### src/sv/sal_ram.sv
`timescale 1ns / 1ps

module sal_ram #(
  parameter int WIDTH = 8,
  parameter int DEPTH = 16
) (
  input  logic                                 clk,
  input  logic                                 we,
  input  logic [((DEPTH > 1) ? $clog2(DEPTH) : 1)-1:0] waddr,
  input  logic [WIDTH-1:0]                     wdata,
  input  logic [((DEPTH > 1) ? $clog2(DEPTH) : 1)-1:0] raddr,
  output logic [WIDTH-1:0]                     rdata
);

  logic [WIDTH-1:0] mem [DEPTH];

  always_ff @(posedge clk) begin
    if (we) begin
      mem[waddr] <= wdata;
    end
    rdata <= mem[raddr];
  end

endmodule

### config.mk
export PLATFORM = sky130hd
export DESIGN_NAME = sal_ram
export DESIGN_NICKNAME = d
export VERILOG_FILES = /design/src/sv/sal_ram.sv
export SDC_FILE = /design/constraint.sdc
export NUM_CORES = 1
export LEC_CHECK = 0
export BUFFER_PORTS_ARGS = -buffer_cell sky130_fd_sc_hd__buf_2
export CORE_MARGIN = 2
export CORE_UTILIZATION = 54
export CTS_BUF_LIST = sky130_fd_sc_hd__clkbuf_16
export DETAILED_ROUTE_END_ITERATION = 8
export HOLD_SLACK_MARGIN = 0.15
export PLACE_DENSITY = 0.75
export SYNTH_ARGS = -nofsm -noshare
export SYNTH_HDL_FRONTEND = slang
export SYNTH_SLANG_ARGS = --single-unit
### constraint.sdc
create_clock -name clk -period 1.82 [get_ports clk]
set_input_delay 0.273 -clock clk [delete_from_list [all_inputs] [get_ports clk]]
set_output_delay 0.273 -clock clk [all_outputs]
set_load 0.02 [all_outputs]
==> flow_metrics.py <==
metrics = {
    "run_status": {
        "status": "finished, final reports clean",
    },
    "clock_network": {
        "cts_tree": "built",
        "ctsHoldBuffers": 0,
        "cts_resized": 0,
        "cts_root_buf": "clkbuf_16",
        "cts.sinks": 136,
        "cts_buffers": 17,
        "clk_path_buf_depth": 2,
        "cts_setup_buffers": 0,
        "path_clk_slew_ns": 0.06,
        "h-tree-depth": 4,
        "insertion_delay_ns": 0.40,
    },
    "worst_setup_path": {
        "reg2reg_from": "mem[1][3]$_DFFE_PP_",
        "endpoint_kind": "flop",
        "cp_slowest_stage_delay_ns": 0.56,
        "worst_ep_required_time_ns": 2.09,
        "start_kind": "flop",
        "cp_slowest_cell": "mux4_1",
        "critPathArrivalTime_ns": 1.67,
        "rrSetupSlack_ns": 0.42,
        "r2r_end": "rdata[3]$_DFF_P_",
        "worstPathCellList": "mux4_1, a22oi_1, nand2_1",
        "reg2reg_depth": 3,
        "worstSetupPathType": "reg2reg",
        "cp_max_fo": 1,
    },
    "logic_synthesis": {
        "synthCells": 229,
        "yosysWarnings": 0,
        "synth_cell_type_count": 19,
        "synth.avg_cell_area_sq_um": 22.5,
        "synth_area_sq_mm": 0.00515,
        "ys_seq_area_frac": 0.778,
        "synth_nets": 247,
        "yosys-top-cells-area": "edfxtp_1 75%, mux4_2 7.9%, mux4_1 7.1%",
        "yosys.area.top_type_share": 0.747,
        "synth.largest_area_cell": "edfxtp_1",
        "synth_seq_cells": 136,
    },
    "sta": {
        "fmax_mhz": 715,
        "relSlewSlack": 0.744,
        "tns_ns": 0,
        "fin_crit_sh": 0.769,
        "setup_ws_ns": 0.421,
        "finalSetupViolCount": 0,
        "worstMarginPinSlew_ns": 0.384,
        "whs_ns": 0.247,
        "skew_ns": 0.00621,
        "fin_crit_ns": 1.40,
        "report.final.slew_viol_count": 0,
        "hold_viol": 0,
        "rsz0062_at_grt": "false",
    },
    "placed_design": {
        "pre_cts_slack_ns": 0.0530,
        "place.gp.congestion": 0.697,
        "portBuffers": 25,
        "hpwlAfterDp_um": 6080,
    },
    "final_layout": {
        "antennaDiodeCount": 0,
        "mostFrequentLayoutCell": "edfxtp_1",
        "finalNetCount": 303,
        "layout-drive-gt1-share": 0.326,
        "syn2layout_area_growth_pct": 19.5,
        "layout_common_cells": "128 x edfxtp_1, 25 x buf_2, 19 x buf_4, 18 x mux4_2, 17 x clkbuf_16",
    },
    "global_route": {
        "grt_max_degree": 33,
        "antenna_found_initial": 0,
        "track_usage": 0.222,
        "first_global_vias": 2612,
        "grt_pass1_wl_um": 15600,
        "overflow": 0,
    },
    "drt": {
        "first_pass_iters": 4,
        "wl_um": 10200,
        "drc": 0,
        "num_vias": 2485,
        "wl_per_cell_um": 23.8,
        "ant_nets": 0,
        "vias_per_cell": 5.82,
        "drt_iter0_drc": 248,
    },
    "die": {
        "ios": 26,
        "dieWidth_um": 102,
        "start_util": 0.557,
        "core_sq_mm": 0.00924,
        "die_y_um": 102,
        "die-area_sq_mm": 0.0103,
        "rows": 35,
    },
    "hold_path": {
        "min_to": "mem[2][4]$_DFFE_PP_",
        "hold_path_class": "in2reg",
        "hold_path.startpoint": "wdata[4]",
        "min_path_cells": 1,
    },
    "pwr": {
        "p_leak_nw": 2.11,
        "powerDensity_mw_per_mm2": 1180,
        "ir_worst_vdd_mv": 0.753,
    },
    "job": {
        "max_cap_violations": 0,
    },
}
[per-layer routing]
layer  vias up  part of all wire  GRT usage
li1       1087                 -          -
met1      1300              0.41      0.299
met2        88              0.52      0.355
met3        10             0.049     0.0497
met4         0             0.018     0.0915
met5         -                 0          0
[metrics by stage]
step | cells | utilization | power (W) | cell area, sq um
floorplan | 229 | - | 0.00379 | 5150
global placement | 395 | 0.601 | 0.00393 | 5550
detailed placement | 395 | 0.601 | 0.00394 | 5550
CTS | 427 | 0.666 | 0.00732 | 6150
global route | 427 | 0.666 | 0.00749 | 6150
finish | 427 | 0.666 | 0.00729 | 6150
[how the worst max path moves through the flow]
| stage | from | to | slack, ns | depth (start not counted) |
|---|---|---|---|---|
| 2_1_floorplan | waddr[2] | mem[0][0]$_DFFE_PP_ | 0.05 | 2 |
| 4_1_cts | mem[1][3]$_DFFE_PP_ | rdata[3]$_DFF_P_ | 0.39 | 3 |
| 3_3_place_gp | raddr[0] | rdata[4]$_DFF_P_ | 0.09 | 5 |
| 3_5_place_dp | raddr[0] | rdata[3]$_DFF_P_ | 0.05 | 5 |
| 6_report | mem[1][3]$_DFFE_PP_ | rdata[3]$_DFF_P_ | 0.42 | 3 |
| 5_1_grt | mem[10][3]$_DFFE_PP_ | rdata[3]$_DFF_P_ | 0.36 | 3 |
[worst max-delay path, delay by kind of cell (launching register included)]
family	cells	cell delay (ns)
flops	1	0.37
compound gates	1	0.25
mux	1	0.56
simple gates	1	0.09
[cell type report]
type,count,area [sq um]
sequential,136,4000
multi-input combinational,83,1060
timing repair buffer,47,328
tap,129,161
fill,590,3090
clock inverter,15,176
clock buffer,17,425
[cells in the mapped netlist]
cell	instances
edfxtp_1	128
nor2b_1	1
nand2b_1	2
dfxtp_1	8
nand2_1	9
buf_4	1
nand3b_1	2
a22oi_1	16
and2_1	1
clkdlybuf4s25_2	3
mux4_2	18
or3b_2	1
nand3_1	1
mux4_1	14
nor3_1	4
buf_2	3
buf_6	3
nor2_1	13
and2b_1	1
[logic make-up (layout without fill, tap and decap cells)]
family                 count (synthesis)  in the layout  synth area share
DFF                                  136            136             0.778
AOI/OAI and AO/OA                     16             16            0.0233
buffers and inverters                 10             79            0.0168
and+or+nand+nor                       35             35            0.0318
muxes                                 32             32             0.150
[state kept, by name (all words and copies together) (netlist names)]
name,count
rdata,8
mem,128
[power breakdown]
part | total [W] | internal, W | switching, W
Combinational | 0.000355 | 0.000149 | 0.000206
Sequential | 0.00352 | 0.00350 | 0.0000223
Clock | 0.00341 | 0.00216 | 0.00125
(Power assumes the default switching activity.)
