<file path="config.mk">
export PLATFORM = sky130hd
export DESIGN_NAME = sal_lru
export DESIGN_NICKNAME = d
export VERILOG_FILES = /design/src/sv/sal_lru.sv
export SDC_FILE = /design/constraint.sdc
export NUM_CORES = 1
export LEC_CHECK = 0
export BUFFER_PORTS_ARGS = -buffer_cell sky130_fd_sc_hd__buf_2
export CAP_MARGIN = 20
export CORE_AREA = 2 2 39 41
export DETAILED_ROUTE_END_ITERATION = 6
export DIE_AREA = 0 0 41 43
export GPL_TIMING_DRIVEN = 0
export SETUP_SLACK_MARGIN = 0.05
export SYNTH_ARGS = -nofsm -noshare
export SYNTH_HDL_FRONTEND = slang
export SYNTH_SLANG_ARGS = --single-unit
</file>
<file path="constraint.sdc">
create_clock -name vclk -period 2.2
set_input_delay 0.44 -clock vclk [all_inputs]
set_output_delay 0.44 -clock vclk [all_outputs]
set_load 0.005 [all_outputs]
</file>
<file path="src/sv/sal_lru.sv">
`timescale 1ns / 1ps

// Move-to-front of one way in a recency list (entry 0 = most recent).
module sal_lru #(
  parameter int WAYS = 4
) (
  input  logic [WAYS-1:0][((WAYS > 1) ? $clog2(WAYS) : 1)-1:0] order_in,
  input  logic [((WAYS > 1) ? $clog2(WAYS) : 1)-1:0]           mru_way,
  output logic [WAYS-1:0][((WAYS > 1) ? $clog2(WAYS) : 1)-1:0] order_out
);

  logic [WAYS-1:0] match;
  logic [WAYS-1:0] at_or_after;
  logic            any_match;

  always_comb begin
    for (int i = 0; i < WAYS; i++) begin
      match[i] = (order_in[i] == mru_way);
    end
    any_match = |match;
    // at_or_after[i]: the way sits at position i or later
    at_or_after[WAYS-1] = match[WAYS-1];
    for (int i = WAYS - 2; i >= 0; i--) begin
      at_or_after[i] = at_or_after[i+1] | match[i];
    end
  end

  always_comb begin
    order_out[0] = mru_way;
    for (int i = 1; i < WAYS; i++) begin
      // absent way behaves as if it sat in the last slot
      if (at_or_after[i] || !any_match) begin
        order_out[i] = order_in[i-1];
      end else begin
        order_out[i] = order_in[i];
      end
    end
  end

endmodule

</file>
==> results <==
- The run finished with clean final reports.
- Counting every net in the synthesized netlist gives 44.
- In the finished design, the share of the clock period the worst path needs comes to 93.7%.
- The detailed-route wire length per cell is 9.72 microns.
- At the worst endpoint, the required time is 1.76 ns.
- Setup repair after global routing left no endpoint under its margin.
- The power per cell area is 269 nW/um^2.
- The summed area of non-filler cells in the final layout is 404 sq um.
- A synthesized cell averages 9.09 sq um.
- The reported max-cap violation count is 0.
- Counting tap cells, the placed design contains a total of 65 instances.
- The end of the critical path is order_out[5].
- For this run, the number of Yosys warnings is 0.
- The floorplan step set the die height to 43 microns.
- The quantity of hold-fixing buffers added after cts is 0.
- 0 antenna diodes ended up in the layout.
- Ranked by instance count, the synthesized netlist is headed by sky130_fd_sc_hd__xor2_1, sky130_fd_sc_hd__nand2_1, sky130_fd_sc_hd__buf_4, sky130_fd_sc_hd__xor2_2.
- The max-slew violation count came to 0.
- The fraction of post-synthesis cell area in the top cell type by area is 19.8%.
- Headroom to the max-slew limit came out at 77.1%.
- The kind of cell with the highest combined delay along the critical path is compound AO/OA/AOI/OAI gates.
- The number of resized instances in the post-cts repair step is 0.
- In this run the core area contains 14 standard-cell rows.
- The worst-case IR drop observed on VDD is 0.0000589 V.
- The stage delay of the slowest cell on the critical path is 0.30 ns.
- The critical path starts at mru_way[1].
- 18 I/O pins were placed.
- The number of detailed-routing iterations run before antenna repair is 4.
- The sequential cell count is 0.
- After detailed routing, the number of vias per cell comes to 4.31.
- Compared with the post-synthesis result, the final layout area differs by 30.8%.
- At the placement stage, the worst setup path has a slack of 0.130 ns.
- The worst setup path is captured at an output port.
- At the end of the flow the core is filled with cells to 29.2%.
- The share of layout cells above drive strength 1 is 57.1%.
- The global-route wire length before repair is 1.00 mm.
- The final weighted congestion in routability-driven placement is 0.762.
- The minimum setup slack in the final design is 0.140 ns.
- The post-synthesis instance area is 309 sq um.
- The final number of hold-violating endpoints is 0.
- The critical path is of the in2out type.
- The initial antenna violation count came to 0.
- The starting density of the core is 22.3%.
- Summed over all failing endpoints, the final setup total negative slack is 0 ns.
- In this run the worst path has a maximum fanout of 5.
- After synthesis, the netlist uses 14 different library cells.
- The area after detailed placement is 404 sq um.
- Measured along the x axis, the die boundary spans 41 microns.
- The first-iteration detailed-routing DRC count is 4.
- The total number of vias is 280.
- Ranked by total cell area, the synthesized netlist is headed by sky130_fd_sc_hd__xor2_1, sky130_fd_sc_hd__xor2_2, sky130_fd_sc_hd__mux2_4.
- After detailed routing, the number of remaining DRC violations is 0.
- The slowest stage of the critical path belongs to the cell sky130_fd_sc_hd__mux2_4.
- The worst slack on hold paths is 1.05 ns.
- The number of buffers added on ports is 15.
- The biggest area contributor in the post-synthesis netlist is sky130_fd_sc_hd__xor2_1.
- Detailed placement ended at an HPWL of 574 microns.
- The region available for standard cell placement spans 1380 sq um.
- The library cell with the highest instance count after synthesis is sky130_fd_sc_hd__xor2_1.
- Setup violations remaining at the end of the flow were counted as 0.
- The startpoint type of the worst setup path is an input port.
- The remaining antenna violation count is 0.
- For the finished layout, the period the worst path requires is 2.06 ns.
- The sum of overflow across all layers after global routing is 0.
- For this block, the routed nets add up to 632 microns of wire.
- The critical path contains buffers and inverters numbering 2 combined.
- At the pin with the least slew margin, the transition time is 0.343 ns.
- The gate count after technology mapping is 34.
- Once the clock tree was built, the setup fixing pass inserted 0 buffers.
- Power comes to 0.109 mW.
- For this run, the top clock speed supported by timing is 485 MHz.
- The final cell count without fillers is 65.
- The global routing usage summed across all routing layers is 7.63%.
- The count of fill cells added during filler insertion is 151.
- The final layout contains 61 nets.
- The maximum number of pins on one net before global-route repair is 6.
- Summing all flip-flop and latch instances after layout gives 0 sq um.
- The worst hold path belongs to the class in2out.
- For this design the static power due to leakage is 0.195 nW.
- Traced cell by cell, the critical path runs through buf_4 -> xor2_2 -> o22ai_2 -> o221a_2 -> mux2_4 -> buf_2.
- The share of the yosys chip area belonging to registers is 0%.
- The number of global-route vias before repair is 248.
- The clock buffer instance count of the final layout is 0.
- The logic depth of the worst path, buffers included is 6.
- For the worst setup path, the data arrival time is 1.62 ns.
- The total die area is 1760 sq um.
[cell type report]
cell class	instances	area (sq um)	share of cell area (%)
Multi-Input combinational cell	27	256	63.5
Inverter	2	7.51	1.86
Timing Repair Buffer	15	75.1	18.6
Tap cell	16	20.0	4.95
Buffer	5	45.0	11.1
[power by group]
part	switching [mW]	internal (mW)	leakage, nW
clock	0	0	0
combinational	0.0507	0.0579	0.195
sequential	0	0	0
[metal layers]
| layer | track usage [%] | wire (microns) | part of all wire [%] | up-vias |
|---|---|---|---|---|
| met4 | 0 | 0 | 0 | 0 |
| li1 | - | - | - | 145 |
| met3 | 0.524 | 30 | 4.7 | 0 |
| met5 | 0 | 0 | 0 | - |
| met2 | 15.0 | 373 | 59 | 4 |
| met1 | 8.68 | 229 | 36 | 131 |
[cell families (layout without fill, tap and decap cells)]
logic type / after synthesis / after routing / share of synthesized area, %
compound gates: 8 / 8 / 24.3
simple gates: 5 / 5 / 6.07
mux: 4 / 4 / 17.0
xor+xnor: 10 / 10 / 35.6
buf+inv: 7 / 22 / 17.0
[cell usage in the layout (no fill, tap or decap)]
cell | synthesis | routed
sky130_fd_sc_hd__buf_2 | 0 | 15
sky130_fd_sc_hd__buf_4 | 3 | 3
sky130_fd_sc_hd__buf_6 | 2 | 2
sky130_fd_sc_hd__inv_1 | 2 | 2
sky130_fd_sc_hd__mux2_1 | 2 | 2
sky130_fd_sc_hd__mux2_4 | 2 | 2
sky130_fd_sc_hd__nand2_1 | 4 | 4
sky130_fd_sc_hd__nor2_1 | 1 | 1
sky130_fd_sc_hd__o221a_2 | 1 | 1
sky130_fd_sc_hd__o22ai_1 | 1 | 1
sky130_fd_sc_hd__o22ai_2 | 2 | 2
sky130_fd_sc_hd__o311ai_1 | 2 | 2
sky130_fd_sc_hd__o31ai_1 | 2 | 2
sky130_fd_sc_hd__xor2_1 | 7 | 7
sky130_fd_sc_hd__xor2_2 | 3 | 3
[worst min-delay path by stage]
stage / start / end / slack (ns) / cells past startpoint
after CTS: mru_way[1] / order_out[1] / 1.05 / 2
after detailed placement: mru_way[1] / order_out[1] / 1.05 / 2
final: mru_way[1] / order_out[1] / 1.05 / 2
after global placement: mru_way[1] / order_out[1] / 1.05 / 2
after floorplan: mru_way[0] / order_out[0] / 0.96 / 1
after global routing: mru_way[1] / order_out[1] / 1.05 / 2
(Power assumes the default switching activity.)
